### config.mk
export PLATFORM = sky130hd
export DESIGN_NAME = hbd_ctrl
export DESIGN_NICKNAME = d
export VERILOG_FILES = /design/src/hw/rtl/hbd_pkg.sv /design/src/hw/rtl/hbd_ctrl.sv
export SDC_FILE = /design/constraint.sdc
export NUM_CORES = 1
export LEC_CHECK = 0
export ABC_AREA = 1
export BUFFER_PORTS_ARGS = -buffer_cell sky130_fd_sc_hd__buf_4
export CORE_MARGIN = 1.5
export CORE_UTILIZATION = 60
export CTS_BUF_LIST = sky130_fd_sc_hd__clkbuf_16
export CTS_CLUSTER_SIZE = 28
export DETAILED_ROUTE_END_ITERATION = 6
export GPL_TIMING_DRIVEN = 0
export PLACE_DENSITY = 0.95
export SYNTH_ARGS = -nofsm -noshare
export SYNTH_HDL_FRONTEND = slang
export SYNTH_SLANG_ARGS = --single-unit
export TNS_END_PERCENT = 5
### constraint.sdc
create_clock -name clk -period 8.5 [get_ports clk]
set_clock_uncertainty 0.15 [all_clocks]
set_input_delay 0.85 -clock clk [delete_from_list [all_inputs] [get_ports clk]]
set_output_delay 0.85 -clock clk [all_outputs]
set_load 0.01 [all_outputs]
### src/hw/rtl/hbd_pkg.sv
// hbd_pkg: shared types and constants of the huffman bit decoder
// used by hbd_table, hbd_ctrl, hbd_outbuf and huffman_bit_decoder; no dependencies
`default_nettype none

package hbd_pkg;

  localparam int TABLE_ENTRIES = 256;
  localparam int MAX_CODE_LEN  = 16;
  localparam int BYTE_BITS     = 8;

  localparam int IDX_W   = $clog2(TABLE_ENTRIES);
  localparam int ACC_W   = MAX_CODE_LEN;
  localparam int ACCL_W  = $clog2(MAX_CODE_LEN + 1);
  localparam int BITS_W  = $clog2(BYTE_BITS + 1);
  localparam int CODE_W  = 16;
  localparam int ELEN_W  = 5;
  localparam int CMP_W   = (ACC_W > CODE_W) ? ACC_W : CODE_W;
  localparam int LCMP_W  = (ACCL_W > ELEN_W) ? ACCL_W : ELEN_W;

  localparam logic [1:0] FUNC_LOAD    = 2'd0;
  localparam logic [1:0] FUNC_DATA    = 2'd1;
  localparam logic [1:0] FUNC_RESTART = 2'd2;

  typedef struct packed {
    logic [1:0]  func;
    logic [7:0]  entry_index;
    logic [15:0] entry_code;
    logic [4:0]  entry_length;
    logic [7:0]  entry_symbol;
    logic [7:0]  data_byte;
  } in_word_t;

  typedef struct packed {
    logic [7:0] symbol;
    logic       last;
    logic       done_res;
    logic       code_error;
  } out_word_t;

  typedef struct packed {
    logic [15:0] code;
    logic [4:0]  length;
    logic [7:0]  symbol;
  } entry_t;

  typedef struct packed {
    logic             en;
    logic [IDX_W-1:0] addr;
    entry_t           entry;
  } tbl_wr_t;

  // one decoded word from the sequencer, or the end of a data item
  typedef struct packed {
    logic       vld;
    logic       item_end;
    logic [7:0] symbol;
    logic       done_res;
    logic       code_error;
  } res_t;

endpackage

`default_nettype wire

### src/hw/rtl/hbd_ctrl.sv
// hbd_ctrl: bit sequencer and shared entry comparator, scans the table once per bit
// depends on hbd_pkg; drives hbd_table read and write ports
`default_nettype none

module hbd_ctrl
  import hbd_pkg::*;
(
  input  wire logic             clk,
  input  wire logic             rst,
  input  wire logic             start,
  input  wire in_word_t         item,
  input  wire logic [31:0]      symbol_total,
  output logic                  busy,
  output tbl_wr_t               tbl_wr,
  output logic [IDX_W-1:0]      rd_addr,
  input  wire logic             rd_valid,
  input  wire entry_t           rd_entry,
  output res_t                  res
);

  typedef enum logic [1:0] {S_IDLE, S_BIT, S_SCAN, S_FLUSH} state_t;

  localparam logic [IDX_W-1:0] LAST_IDX = IDX_W'(TABLE_ENTRIES - 1);

  state_t              state, state_next;
  logic [ACC_W-1:0]    acc_code, acc_code_next;
  logic [ACCL_W-1:0]   acc_length, acc_length_next;
  logic [31:0]         decoded_count, decoded_count_next;
  logic [7:0]          byte_sr, byte_sr_next;
  logic [BITS_W-1:0]   bits_left, bits_left_next;
  logic [IDX_W-1:0]    scan_addr, scan_addr_next;
  logic [IDX_W-1:0]    cmp_idx, cmp_idx_next;
  logic                cmp_vld, cmp_vld_next;
  logic                issue_done, issue_done_next;
  res_t                res_next;

  logic                accept;
  logic                hit;
  logic                padding;
  logic [31:0]         count_inc;
  logic [CMP_W-1:0]    code_mask;

  assign busy    = (state != S_IDLE);
  assign accept  = start && !busy;
  assign rd_addr = scan_addr;

  assign count_inc = decoded_count + 32'd1;
  assign padding   = (decoded_count >= symbol_total);
  assign code_mask = ~({CMP_W{1'b1}} << acc_length);
  assign hit = rd_valid
            && (LCMP_W'(rd_entry.length) == LCMP_W'(acc_length))
            && ((CMP_W'(rd_entry.code) & code_mask) == CMP_W'(acc_code));

  always_comb begin
    tbl_wr.en          = accept && (item.func == FUNC_LOAD)
                      && ({1'b0, item.entry_index} < 9'(TABLE_ENTRIES));
    tbl_wr.addr        = item.entry_index[IDX_W-1:0];
    tbl_wr.entry.code  = item.entry_code;
    tbl_wr.entry.length = item.entry_length;
    tbl_wr.entry.symbol = item.entry_symbol;
  end

  always_comb begin
    state_next         = state;
    acc_code_next      = acc_code;
    acc_length_next    = acc_length;
    decoded_count_next = decoded_count;
    byte_sr_next       = byte_sr;
    bits_left_next     = bits_left;
    scan_addr_next     = scan_addr;
    cmp_idx_next       = cmp_idx;
    cmp_vld_next       = cmp_vld;
    issue_done_next    = issue_done;
    res_next           = '0;

    unique case (state)
      S_IDLE: begin
        if (accept) begin
          if (item.func == FUNC_RESTART) begin
            acc_code_next      = '0;
            acc_length_next    = '0;
            decoded_count_next = '0;
          end else if (item.func == FUNC_DATA) begin
            byte_sr_next   = item.data_byte;
            bits_left_next = BITS_W'(BYTE_BITS);
            state_next     = S_BIT;
          end
        end
      end
      S_BIT: begin
        if (bits_left == '0 || padding) begin
          state_next = S_FLUSH;
        end else begin
          acc_code_next   = ACC_W'({acc_code, byte_sr[7]});
          acc_length_next = acc_length + ACCL_W'(1);
          byte_sr_next    = {byte_sr[6:0], 1'b0};
          bits_left_next  = bits_left - BITS_W'(1);
          scan_addr_next  = '0;
          cmp_vld_next    = 1'b0;
          issue_done_next = 1'b0;
          state_next      = S_SCAN;
        end
      end
      S_SCAN: begin
        // reads stream one entry ahead of the compare stage
        if (cmp_vld && hit) begin
          res_next.vld       = 1'b1;
          res_next.symbol    = rd_entry.symbol;
          res_next.done_res  = (count_inc >= symbol_total);
          decoded_count_next = count_inc;
          acc_code_next      = '0;
          acc_length_next    = '0;
          state_next         = S_BIT;
        end else if (cmp_vld && cmp_idx == LAST_IDX) begin
          if (acc_length >= ACCL_W'(MAX_CODE_LEN)) begin
            res_next.vld        = 1'b1;
            res_next.code_error = 1'b1;
            res_next.done_res   = padding;
            acc_code_next       = '0;
            acc_length_next     = '0;
          end
          state_next = S_BIT;
        end else begin
          cmp_vld_next = !issue_done;
          cmp_idx_next = scan_addr;
          if (!issue_done) begin
            if (scan_addr == LAST_IDX) begin
              issue_done_next = 1'b1;
            end else begin
              scan_addr_next = scan_addr + IDX_W'(1);
            end
          end
        end
      end
      S_FLUSH: begin
        res_next.item_end = 1'b1;
        state_next        = S_IDLE;
      end
      default: state_next = S_IDLE;
    endcase
  end

  always_ff @(posedge clk) begin
    if (rst) begin
      state         <= S_IDLE;
      acc_code      <= '0;
      acc_length    <= '0;
      decoded_count <= '0;
      bits_left     <= '0;
      cmp_vld       <= 1'b0;
      issue_done    <= 1'b0;
      res           <= '0;
    end else begin
      state         <= state_next;
      acc_code      <= acc_code_next;
      acc_length    <= acc_length_next;
      decoded_count <= decoded_count_next;
      bits_left     <= bits_left_next;
      cmp_vld       <= cmp_vld_next;
      issue_done    <= issue_done_next;
      res           <= res_next;
    end
    byte_sr   <= byte_sr_next;
    scan_addr <= scan_addr_next;
    cmp_idx   <= cmp_idx_next;
  end

endmodule

`default_nettype wire

# == Word level (Yosys, flattened, before mapping) ==
# Cells that the tools add are included.
# word_totals
ff_bits,97
inputBits,112
out_inout_bits,59
wordCells,133
# op_classes
addsub,4
magnitude_cmp,3
n_eq_ne,21
shift,1
n_mux,57
bitwise,5
reduce_logical,27
# op_table
cell,n
$mux W16,6
$mux W32,3
$mux W8,9
$ge A32 B32 Y1,2
$pmux W32 S2,1
$pmux W16 S3,1
$add A32 B1 Y32 const B,1
$pmux W8 S2,2
$mux W5,6
$ne A2 B2 Y1 const B,10
$and A16 B16 Y16,1
$eq A16 B16 Y1,1
$eq A8 B8 Y1 const B,2
$mux W4,4
$not A16 Y16,1
$shl A16 B5 Y16 const A,1
$pmux W5 S3,1
$mux W2,7
$mux W1,13
$reduce_and A4 Y1,3
$reduce_and A6 Y1,2
$add A8 B1 Y8 const B,1
$pmux W2 S4,1
$pmux W4 S2,1
other kinds (21),38

# == Logic depth before layout (Yosys ltp) ==
# depth
ltp_word,8
ltp_mapped,19
mapped_depth_nobuf,18

# == Worst setup path after synthesis ==
# No wires, ideal clock.
# synth_path
kind,input -> register
startpoint,in symbol_total[21]
endpoint,"reg scan_addr[0] (netlist: rd_addr[0]), enable pin"
setup_ns,0.375
arrival_time_ns,2.751
t_required_ns,7.975
path_slack_ns,5.224
path_stages,12
path_buffers,1
path_cell_list,inv_1 -> ha_1 -> a21oi_1 -> nor2_1 -> nor2_1 -> nand3_1 -> a21oi_1 -> nand4_1 -> nand2_1 -> clkbuf_1 -> o21ai_0 -> a21oi_1
# synth_via
elab_chain_cells,4
# synth_lines
element,line,source
"start, declared",hbd_ctrl.sv:12,"input wire logic [31:0] symbol_total,"
$ge A32 B32 Y1,hbd_ctrl.sv:48,assign padding = (decoded_count >= symbol_total);
$logic_or A1 B1 Y1,hbd_ctrl.sv:91,if (bits_left == '0 || padding) begin
$ne A2 B2 Y1 (no line),-,
$reduce_and A6 Y1 (no line),-,
"end signal, assigned",hbd_ctrl.sv:164,scan_addr <= scan_addr_next;
"end, declared",hbd_ctrl.sv:31,"logic [IDX_W-1:0] scan_addr, scan_addr_next;"
# No other way between the ends.
# A chain may end at the register's enable or synchronous reset.

# == Worst setup path after layout ==
# layout_path
startpoint,in symbol_total[29]
endpoint,"reg scan_addr[3] (netlist: rd_addr[3]), enable pin"
# Same word-level chain as after synthesis.

==> impl_metrics.yaml <==
synth:
  synth_area_um2: 7341
  synth_cells: 1051
  yosysSeqAreaShare_pct: 29.73
  synth_top_area_share_pct: 19.91
  ys_ff_latch: 97
  yosysTopAreaCell: "dfxtp_1"
  syn_avg_cell_area_um2: 6.985
  synth.distinct_cells: 42
  syn-num-nets: 1234
  synth_area_leaders: "dfxtp_1 20%, nand2_1 13%, ha_1 12%"
  ys_warn_count: 0
die:
  die_h_um: 113.6
  dieWidth_um: 113.6
  rows: 40
  initial_core_util_pct: 61.37
  fp.dieArea_um2: 12910
  io-pin-count: 171
  core_area_um2: 11960
run_status:
  status: "complete, no violations"
place:
  placed_area_um2: 8523
  pre_cts_slack_ns: 4.413
  place_inst: 1331
  portBuffers: 133
  place_hpwl_mm: 14.42
  gp_congestion: 0.9520
power:
  p_int_mw: 1.422
  clkPwrFrac_pct: 15.8
  p_leak_nw: 4.475
  peakVddDrop_mv: 0.2301
  power.density_nw_per_um2: 300.6
  power.switching_mw: 1.231
  pwr-share-comb_pct: 52.9
  sequentialPowerShare_pct: 31.3
  total_power_mw: 2.653
  switching_share_pct: 46.39
cells_and_area:
  final_area_um2: 8826
  final_common_cell: "nand2_1"
  area_growth_pct: 20.23
  fillers: 909
  num_antenna_cells: 0
  ff_latch_area_um2: 2182
  drive_gt1_share_pct: 19.17
  most-common-layout-cells: "246 x nand2_1, 174 x buf_4, 153 x inv_1, 113 x nor2_1, 74 x a21oi_1"
  instances_no_fill: 1347
  fin_nets: 1378
  multiInputGateArea_um2: 4124
detailed_routing:
  routedWlPerCell_um: 13.67
  post-route-drc-count: 0
  met1_length_mm: 7.597
  routed-wl-met3_mm: 1.427
  drt_iter0_drc: 617
  via_count: 7365
  dr.pass1.iters: 7
  ant_nets: 0
  drt_wl_total_mm: 18.41
  met2_length_mm: 8.854
  viasPerCell: 5.468
  highest_layer: "met4"
cts:
  cts_made_buffers: 9
  ctsHoldBuffers: 0
  clockRootBuffer: "clkbuf_16"
  clkTransAtPathRegs_ns: 0.07
  cts_setup_buffers: 0
  clock_path_buffers: 2
  h-tree-depth: 3
  clock_latency_ns: 0.36
  clock-sinks: 97
  cts_tree: "yes"
  cts-resized-gates: 0
setup_path:
  reg2reg_slack_ns: 4.83
  r2r_end: "rd_addr[3]"
  crit_type: "in -> reg"
  r2r-start: "decoded_count[19]"
  end_kind: "register"
  worst-path-max-fanout: 10
  reg2regPathDepth: 11
  startpoint_type: "input pin"
  cp_data_required_time_ns: 8.34
  arrival_ns: 3.66
sta:
  rsz0062_at_grt: "false"
  setup_tns_ns: 0
  finalCriticalPeriod_ns: 3.819
  tightest_slew_ns: 1.095
  max_freq_ghz: 0.2619
  hold_viol: 0
  maxSlewHeadroom_pct: 26.43
  setup_slack_ns: 4.681
  slew_viol_final: 0
  setup_viol: 0
  timing.final.crit_share_pct: 44.92
grt:
  grt_overflow_total: 0
  antenna_found_initial: 0
  grt_pass1_vias: 6683
  grt_pass1_wl_mm: 29.70
  grt_start_max_net_pins: 18
  track_usage_pct: 28.31
run:
  max-cap-violations: 0
hold_path:
  hp-class: "reg -> reg"
  min-delay-start: "issue_done"
  holdPathStages: 2
  min_to: "issue_done"
## power groups by stage
stage          Clock [mW]  Sequential [mW]  Combinational (mW)
2_1_floorplan           0            0.791                1.04
3_3_place_gp            0            0.825                1.32
3_5_place_dp            0            0.831                1.37
4_1_cts             0.425            0.823                1.39
5_1_grt             0.440            0.851                1.57
6_report            0.419            0.831                1.40
## area by class of cell
cell class | count | share of cell area [%]
Multi-Input combinational cell | 735 | 46.73
Sequential cell | 97 | 24.72
Timing Repair Buffer | 133 | 11.31
Inverter | 154 | 6.549
Buffer | 65 | 5.174
Clock buffer | 9 | 2.552
Tap cell | 147 | 2.084
Clock inverter | 7 | 0.8789
## worst max-delay path by stage
stage | from | to | cells past startpoint
detailed placement | symbol_total[29] | rd_addr[3] | 13
global route | symbol_total[21] | rd_addr[2] | 13
CTS | symbol_total[29] | rd_addr[3] | 13
finish | symbol_total[29] | rd_addr[3] | 13
global placement | symbol_total[5] | rd_addr[0] | 15
floorplan | symbol_total[21] | rd_addr[0] | 12
## kinds of logic after synthesis
group / share of synthesized area (%)
AO/OA/AOI/OAI: 10.72
flip-flops: 29.73
XOR/XNOR: 3.579
buffers and inverters: 14.10
adder cells (fa/ha/maj): 12.10
AND/OR/NAND/NOR: 29.78
## synth_stat cells, drive strengths merged
cell type,instances
xor2,28
inv,154
a22oi,13
o221a,1
o221ai,1
nand2,256
o22ai,8
nor3b,2
a21o,1
edfxtp,24
or2,1
nor4,5
nand4,28
xnor2,2
o211ai,2
o21ai,23
ha,71
o21bai,2
nor3,20
and3,1
a21boi,1
nor2,119
dfxtp,73
nand3b,3
nand3,67
a21oi,74
a31oi,1
buf,54
clkbuf,11
o21a,2
a211oi,3
## critical path, cell delays in order
cell and delay [ns]:
buf_4 0.10, inv_1 0.10, ha_1 0.26, a21oi_1 0.15, nor2_1 0.05, nor2_1 0.09
nand3_1 0.10, a21oi_1 0.24, nand4_1 0.24, nand2_1 0.18, clkbuf_1 0.41, o21ai_0 0.19
a21oi_1 0.67
## flip-flops by register name, indices dropped and copies added, names as in the netlist
name,cells
decoded_count,32
acc_code,16
res,12
byte_sr,8
cmp_idx,8
rd_addr,8
acc_length,5
bits_left,4
state,2
cmp_vld,1
issue_done,1
## stage by stage
step,hold WS (ns),util [%]
after floorplan,0.2757,-
after global placement,0.2831,71.26
after detailed placement,0.2877,71.26
after CTS,0.2975,73.79
after global routing,0.3234,73.79
final,0.3056,73.79
## routing by layer
metal,vias to the layer above,global-route usage (%)
met3,57,6.111
met5,-,0
met2,357,48.63
met1,3277,34.64
li1,3674,-
met4,0,11.33
Note: power is estimated with default switching activity, not from simulation.
