===== config.mk =====
export PLATFORM = sky130hd
export DESIGN_NAME = hbd_outbuf
export DESIGN_NICKNAME = d
export VERILOG_FILES = /design/src/hw/rtl/hbd_pkg.sv /design/src/hw/rtl/hbd_outbuf.sv
export SDC_FILE = /design/constraint.sdc
export NUM_CORES = 1
export LEC_CHECK = 0
export ABC_AREA = 1
export BUFFER_PORTS_ARGS = -buffer_cell sky130_fd_sc_hd__buf_2
export CAP_MARGIN = 15
export CORE_ASPECT_RATIO = 0.75
export CORE_MARGIN = 1.5
export CORE_UTILIZATION = 40
export DETAILED_ROUTE_END_ITERATION = 6
export PLACE_DENSITY_LB_ADDON = 0.1
export SLEW_MARGIN = 20
export SYNTH_ARGS = -nofsm -noshare
export SYNTH_HDL_FRONTEND = slang
export SYNTH_SLANG_ARGS = --single-unit

===== constraint.sdc =====
create_clock -name clk -period 1.3 [get_ports clk]
set_input_delay 0.065 -clock clk [delete_from_list [all_inputs] [get_ports clk]]
set_output_delay 0.065 -clock clk [all_outputs]
set_load 0.02 [all_outputs]

===== src/hw/rtl/hbd_pkg.sv =====
// hbd_pkg: shared types and constants of the huffman bit decoder
// used by hbd_table, hbd_ctrl, hbd_outbuf and huffman_bit_decoder; no dependencies
`default_nettype none

package hbd_pkg;

  localparam int TABLE_ENTRIES = 256;
  localparam int MAX_CODE_LEN  = 16;
  localparam int BYTE_BITS     = 8;

  localparam int IDX_W   = $clog2(TABLE_ENTRIES);
  localparam int ACC_W   = MAX_CODE_LEN;
  localparam int ACCL_W  = $clog2(MAX_CODE_LEN + 1);
  localparam int BITS_W  = $clog2(BYTE_BITS + 1);
  localparam int CODE_W  = 16;
  localparam int ELEN_W  = 5;
  localparam int CMP_W   = (ACC_W > CODE_W) ? ACC_W : CODE_W;
  localparam int LCMP_W  = (ACCL_W > ELEN_W) ? ACCL_W : ELEN_W;

  localparam logic [1:0] FUNC_LOAD    = 2'd0;
  localparam logic [1:0] FUNC_DATA    = 2'd1;
  localparam logic [1:0] FUNC_RESTART = 2'd2;

  typedef struct packed {
    logic [1:0]  func;
    logic [7:0]  entry_index;
    logic [15:0] entry_code;
    logic [4:0]  entry_length;
    logic [7:0]  entry_symbol;
    logic [7:0]  data_byte;
  } in_word_t;

  typedef struct packed {
    logic [7:0] symbol;
    logic       last;
    logic       done_res;
    logic       code_error;
  } out_word_t;

  typedef struct packed {
    logic [15:0] code;
    logic [4:0]  length;
    logic [7:0]  symbol;
  } entry_t;

  typedef struct packed {
    logic             en;
    logic [IDX_W-1:0] addr;
    entry_t           entry;
  } tbl_wr_t;

  // one decoded word from the sequencer, or the end of a data item
  typedef struct packed {
    logic       vld;
    logic       item_end;
    logic [7:0] symbol;
    logic       done_res;
    logic       code_error;
  } res_t;

endpackage

`default_nettype wire


===== src/hw/rtl/hbd_outbuf.sv =====
// hbd_outbuf: holds back one decoded word so the final word of a byte can be
// flagged as last; drives the output strobe; depends on hbd_pkg
`default_nettype none

module hbd_outbuf
  import hbd_pkg::*;
(
  input  wire logic clk,
  input  wire logic rst,
  input  wire res_t res,
  output logic      result_strobe,
  output out_word_t result,
  output logic      pend_vld
);

  out_word_t pend;

  always_ff @(posedge clk) begin
    if (rst) begin
      result_strobe <= 1'b0;
      pend_vld      <= 1'b0;
    end else begin
      if (res.vld) begin
        result_strobe <= pend_vld;
        if (pend_vld) begin
          result <= pend;
        end
        pend_vld        <= 1'b1;
        pend.symbol     <= res.symbol;
        pend.last       <= 1'b0;
        pend.done_res   <= res.done_res;
        pend.code_error <= res.code_error;
      end else if (res.item_end) begin
        // end of byte: the held word is the final one
        result_strobe <= pend_vld;
        if (pend_vld) begin
          result <= {pend.symbol, 1'b1, pend.done_res, pend.code_error};
        end
        pend_vld <= 1'b0;
      end else begin
        result_strobe <= 1'b0;
      end
    end
  end

endmodule

`default_nettype wire


### Yosys cells after proc, flatten, opt, wreduce, memory -nomap -nowiden

Index checks and enable logic that the tools add are counted.

| operators by class | value |
|---|---|
| multiplexer cells | 8 |
| reductions and logical operators | 3 |
| bitwise operators | 1 |

Operators with widths:

| operator | count |
|---|---|
| 11-bit 2-to-1 mux | 4 |
| 1-bit 2-to-1 mux | 4 |
| 3-bit AND reduction | 1 |
| 2-bit AND reduction | 1 |
| 2-bit nonzero test | 1 |
| 1-bit inverter | 1 |

| word-level totals | value |
|---|---|
| input bits | 14 |
| output and inout port bits | 13 |
| word-level logic and storage cells | 21 |
| register bits after elaboration | 23 |

### Depth between registers and ports, before layout

Gate-level depths: netlist of the first run.

| depth | value |
|---|---|
| depth in word-level cells | 3 |
| mapped depth | 3 |
| gate-level depth less buffers | 3 |

### Least setup slack after synthesis of the first run

OpenSTA, ideal clock, no wires.

| timing | value |
|---|---|
| kind | flip-flop to flip-flop |
| start point | reg pend_vld |
| end point | reg result[0] (netlist bit) (enable) |
| stages on the path, launching flop included | 3 |
| period minus slack after synthesis | 1.416 ns |
| buffers on the path | 0 |
| arrival time | 1.038 ns |
| required time | 0.922 ns |
| slack | -0.116 ns |
| library setup time | 0.378 ns |
| cell sequence | dfxtp_1 nand2_1 nor2_1 |

| between the ends | value |
|---|---|
| word-level cells in the longest chain between the ends | 1 |

Ends and longest elaborated chain:

| item | RTL line | source |
|---|---|---|
| from (decl) | hbd_outbuf.sv:13 | `output logic pend_vld` |
| from (signal assigned) | hbd_outbuf.sv:21 | `pend_vld <= 1'b0;` |
| from (signal assigned) | hbd_outbuf.sv:28 | `pend_vld <= 1'b1;` |
| from (signal assigned) | hbd_outbuf.sv:39 | `pend_vld <= 1'b0;` |
| 3-bit AND reduction (no line) | - |  |
| to (signal assigned) | hbd_outbuf.sv:26 | `result <= pend;` |
| to (signal assigned) | hbd_outbuf.sv:37 | `result <= {pend.symbol, 1'b1, pend.done_res, pend.code_error};` |
| to (decl) | hbd_outbuf.sv:12 | `output out_word_t result,` |

Every way passes these cells.
A chain may end at the register's enable or synchronous reset.

### Final worst setup path of the first run

| timing | value |
|---|---|
| start point | in res[11] (netlist bit) |
| end point | reg pend[8] (netlist bit) (enable) |

| between the ends | value |
|---|---|
| word-level cells in the longest chain between the ends | 1 |

Ends and longest elaborated chain:

| item | RTL line | source |
|---|---|---|
| from (decl) | hbd_outbuf.sv:10 | `input wire res_t res,` |
| 2-bit AND reduction (no line) | - |  |
| to (decl) | hbd_outbuf.sv:16 | `out_word_t pend;` |

Every way passes these cells.

==> out/results.ini, run 1 <==
[status]
status = finished clean

[cts]
cts_buffers = 3
cts_resized = 0
cts_root_buf = clkbuf_4
clock_latency_ns = 0.29
htree_levels = 1
numClockSinks = 23
cts_max_path_buffers = 2
cts.clk_slew.worst_paths_ns = 0.11
post_cts_buffers = 0
cts_tree = done

[worst_setup_path]
critPathKind = in -> reg
cpPeakStageDelay_ns = 0.52
critical_path_required_ns = 1.27
worstSetupStartpointType = input pin
crit_slowest_cell = dlygate4sd3_1
critPathBufInv = 3
worstPathArrival_ns = 1.06
path_max_fanout = 10
critPathTopFamily = buffers and inverters
worstPathCellList = dlygate4sd3_1 > buf_2 > nand2_1 > inv_1
end_kind = flop

[cells_and_area]
fin_area_sq_um = 1016
mostFrequentLayoutCell = buf_2
n_antenna_cell = 0
area_delta_synth_final_pct = 42.46
drive_gt1_frac = 0.4211
final_cell_mix = buf_2 (26), edfxtp_1 (21), dlygate4sd3_1 (11)
nNetsFinal = 91

[synthesis]
syn-num-nets = 48
synth_area_leader_cell = edfxtp_1
synth_top_area_share = 0.8842
syn-cell-area_sq_um = 713.2
syn_inst = 34
ys_ff_latch = 23
synth_area_leaders = edfxtp_1 (88%), dfxtp_1 (5.6%), inv_1 (1.6%), nand2_1 (1.6%), nor2_1 (1.6%)
yosysUniqueCellTypes = 7
avgSynthCellArea_sq_um = 20.98
yosysSeqAreaShare = 0.9404
yosys_warnings = 0

[detailed_routing]
wl_per_cell_um = 9.773
first_pass_iters = 2
detail-route-antenna-nets = 0
vias = 393
via_per_inst = 4.052
wirelength_um = 948
drt_iter0_drc = 12
drc_errors = 0

[floorplanning]
rows = 12
core_sq_um = 1577
die_x_um = 51.76
die-area_sq_um = 2048
start_util = 0.4524
die-height_um = 39.57
io_pins = 27

[global_routing]
grt_pass1_wl_mm = 1.511
grt_max_degree = 13
antenna_found_initial = 0
grt_use_met1 = 0.1259
grt_pass1_vias = 352
grtUsageTotal = 0.1145
grtUsageMet2 = 0.1859
top_usage_layer = met2
overflow = 0
met3_usage = 0.06870

[timing]
final_max_slew_viol_count = 0
slew_headroom = 0.7424
setup_viol = 0
max_freq_ghz = 0.9105
setup_tns_ns = 0
worstMarginPinSlew_ns = 0.3860
skew_ns = 0.001254
finalHoldViolCount = 0
fin_crit_sh = 0.8449
rsz0062_at_grt = no
fin_crit_ns = 1.098

[pwr]
clock_power_share = 0.238
pwr-share-seq = 0.683
p_sw_mw = 0.2376
power.leakage_nw = 0.4218
power_density_nw_per_um2 = 1236
ir_drop_uv = 981.7
netSwitchingFraction = 0.1892
p_comb_frac = 0.079
p_int_mw = 1.018

[place]
portBuffers = 26
place_area_sq_um = 879.6
place_congestion = 0.6191

[job]
maxCapViolations = 0

[min_path]
hp-class = in -> reg

## routing by layer
metal / vias to the layer above / part of all wire
li1: 207 / -
met1: 169 / 0.43
met2: 17 / 0.50
met3: 0 / 0.068
met4: 0 / 0
met5: - / 0
## Yosys cell counts, drive strengths merged
master / n
dfxtp: 2
edfxtp: 21
inv: 4
nand2: 3
nand3: 1
nor2: 3
## worst register-to-register path, cell delays in order (launching register included)
cell and delay (ns):
dfxtp_1 0.37, nand2_1 0.09, nor2_2 0.08, buf_4 0.19
## kinds of logic after synthesis
group	Yosys count	synth area share
buffers and inverters	4	0.02105
DFF	23	0.9403
and+or+nand+nor	7	0.03859
## timing repair
item | 4_1_cts | 5_1_grt
endpoints found under the hold margin | 11 | 0
hold buffers | 11 | 0
endpoints found under the setup margin | 0 | 0
## power groups by stage
stage	clock, mW	combinational (mW)	sequential [mW]
floorplan	0	0.0168	0.893
global placement	0	0.0748	0.875
detailed placement	0	0.0754	0.876
global route	0.356	0.109	0.862
CTS	0.320	0.100	0.859
finish	0.298	0.0994	0.858
## layout make-up
cell class,instances,area (sq um)
multi-input cells,7,30.03
inverters,4,15.01
flip-flops and latches,23,670.6
repair buffers,38,247.7
fillers,123,560.5
clock buffers,4,26.28
well taps,21,26.28
## worst paths after layout
| path | from | to | slack (ns) | cells past startpoint |
|---|---|---|---|---|
| setup / recovery | res[11] | pend[8] | 0.20 | 4 |
| hold / removal | rst | pend_vld | 0.02 | 4 |
| hold reg to reg | pend[10] | result[10] | 0.43 | 0 |
| setup reg to reg | pend_vld | result[8] | 0.30 | 3 |
## through the flow
stage          utilization  instances  setup WS (ns)  power (mW)  hold WS [ns]
2_1_floorplan            -         34        0.06184      0.9101        0.1639
3_3_place_gp        0.5579         82         0.3319      0.9494        0.2418
3_5_place_dp        0.5579         82         0.3098      0.9511        0.2431
4_1_cts             0.6444         97         0.2029       1.279      0.007505
5_1_grt             0.6444         97         0.1318       1.327      0.006942
6_report            0.6444         97         0.2017       1.256       0.01925
## registers in the layout, indices dropped and copies added (netlist names)
name           flops
result_strobe      1
result            11
pend_vld           1
pend              10
Power figures use the tool's default switching activity.
==> run 2: changes to the inputs <==
- clock period: 1.3 -> 1 ns (I/O delays scaled with it)
==> out/results.ini, run 2 (synthesized netlist as in run 1, its figures left out) <==
[timing]
worstMarginPinSlew_ns = 0.2356  ; -0.1504 ns
hold_ws_ns = 0.01331  ; -0.005939 ns
final_max_slew_viol_count = 0  ; unchanged
max_freq_ghz = 1.059
setup_viol = 0  ; unchanged
slew_headroom = 0.8424  ; +0.09994
rsz0062_at_grt = no
skew_ns = 0.002954  ; +0.001699 ns
fin_crit_sh = 0.9441
fin_crit_ns = 0.9441
finalHoldViolCount = 0  ; unchanged

[place]
place_area_sq_um = 908.4  ; +3.3%
portBuffers = 26  ; unchanged
place_congestion = 0.6255  ; +1.0%

[cells_and_area]
ff_latch_area_sq_um = 674.4  ; +0.56%
final_cell_mix = buf_2 (26), edfxtp_1 (21), dlygate4sd3_1 (12)
nNetsFinal = 93  ; +2.2%
fin_area_sq_um = 1075  ; +5.8%
largest_register_ffs = 11  ; unchanged
fin_util = 0.6817  ; +0.03730
area_delta_synth_final_pct = 50.70
multi_input_area_sq_um = 42.54  ; +42%
regMostFlops = result
largestRegisters = result: 11 flops, pend: 10 flops
fillers = 122  ; -0.81%
n_antenna_cell = 0  ; unchanged
drive_gt1_frac = 0.4615  ; +0.04049
mostFrequentLayoutCell = buf_2

[global_routing]
grtUsageTotal = 0.1217  ; +0.007255
grt_pass1_wl_mm = 1.580  ; +4.6%
overflow = 0  ; unchanged
grt_max_degree = 13  ; unchanged
grt_pass1_vias = 349  ; -0.85%
antenna_found_initial = 0  ; unchanged

[floorplanning]
start_util = 0.4524  ; unchanged
core_sq_um = 1577  ; unchanged
die-height_um = 39.57  ; unchanged
die-area_sq_um = 2048  ; unchanged
io_pins = 27  ; unchanged
die_x_um = 51.76  ; unchanged
rows = 12  ; unchanged

[detailed_routing]
first_pass_iters = 2  ; unchanged
wirelength_mm = 1.042  ; +9.9%
vias = 408  ; +3.8%
drc_errors = 0  ; unchanged
wl_per_cell_um = 10.53  ; +7.7%
drt_iter0_drc = 5  ; -7
detail-route-antenna-nets = 0  ; unchanged
via_per_inst = 4.121  ; +1.7%

[worst_setup_path]
worstPathCellList = buf_2 > dlygate4sd3_1 > nand2_1 > inv_2 > buf_12
critical_path_required_ns = 1.02  ; -0.25 ns
rrSetupSlack_ns = 0.06  ; -0.24 ns
worstReg2RegStart = pend_vld
path_max_fanout = 10  ; unchanged
end_kind = flop
r2r_cells = 3  ; unchanged
critPathKind = in -> reg
startpoint = res[11]
worstPathArrival_ns = 0.96  ; -0.10 ns
worstSetupStartpointType = input pin
cpPeakStageDelay_ns = 0.55  ; +0.03 ns
crit_slowest_cell = dlygate4sd3_1
crit-reg2reg-capture = result[7]
endpoint = pend[10]

[cts]
numClockSinks = 23  ; unchanged
htree_levels = 1  ; unchanged
cts_root_buf = clkbuf_4
cts_buffers = 3  ; unchanged
cts_max_path_buffers = 2  ; unchanged
cts_tree = done
cts.clk_slew.worst_paths_ns = 0.11  ; about the same
clock_latency_ns = 0.29  ; about the same

[pwr]
power_density_nw_per_um2 = 1540  ; +25%
ir_drop_uv = 1034  ; +5.3%
power.leakage_nw = 0.4436  ; +5.2%

[min_path]
hp-class = in -> reg

[status]
status = finished clean

[job]
maxCapViolations = 0  ; unchanged

-- run 2: power breakdown --
part	internal (mW)	switching [mW]
sequential	1.10	0.0136
clock	0.155	0.230
combinational	0.0822	0.0719
total	1.34	0.315
-- run 2: cell type report --
class	instances	area share
clock buffer	4	0.02445
inverter	4	0.01397
sequential	23	0.6275
timing repair buffer	40	0.2701
tap	21	0.02445
multi-input combinational	7	0.03958
-- run 2: worst min path at each step --
stage,slack [ns],cells past startpoint,startpoint,end
final,0.01,4,rst,pend_vld
after global placement,0.23,1,res[7],pend[8]
after CTS,0.001,4,rst,pend_vld
after detailed placement,0.23,1,res[7],pend[8]
after floorplan,0.15,0,res[0],pend[0]
after global routing,0.0008,4,rst,result_strobe
-- run 2: stage by stage --
stage	instances	setup TNS (ns)	total power [mW]	setup WS (ns)
CTS	99	0	1.685	0.05109
floorplan	34	0	1.189	0.004552
detailed placement	82	-0.3490	1.251	-0.03201
finish	99	0	1.656	0.05593
global placement	82	-0.1507	1.247	-0.01396
global route	99	0	1.736	0.01584
-- run 2: worst max-delay path, delay by kind of cell --
family        cells  cell delay (ns)
simple gates      1             0.08
buf+inv           4             0.83
-- run 2: repair_timing --
item                                   CTS  global route
resized for setup                        0             1
hold buffers                            12             0
endpoints found under the hold margin   11             0
gates cloned                             0             0
setup endpoints to repair               11            10
setup buffers                            1             0
pin swaps                                1             0
-- run 2: metal layers --
layer	wire, um	global-route usage
met5	0	0
met4	0	0.01974
met3	71	0.08015
met1	404	0.1345
met2	565	0.2019
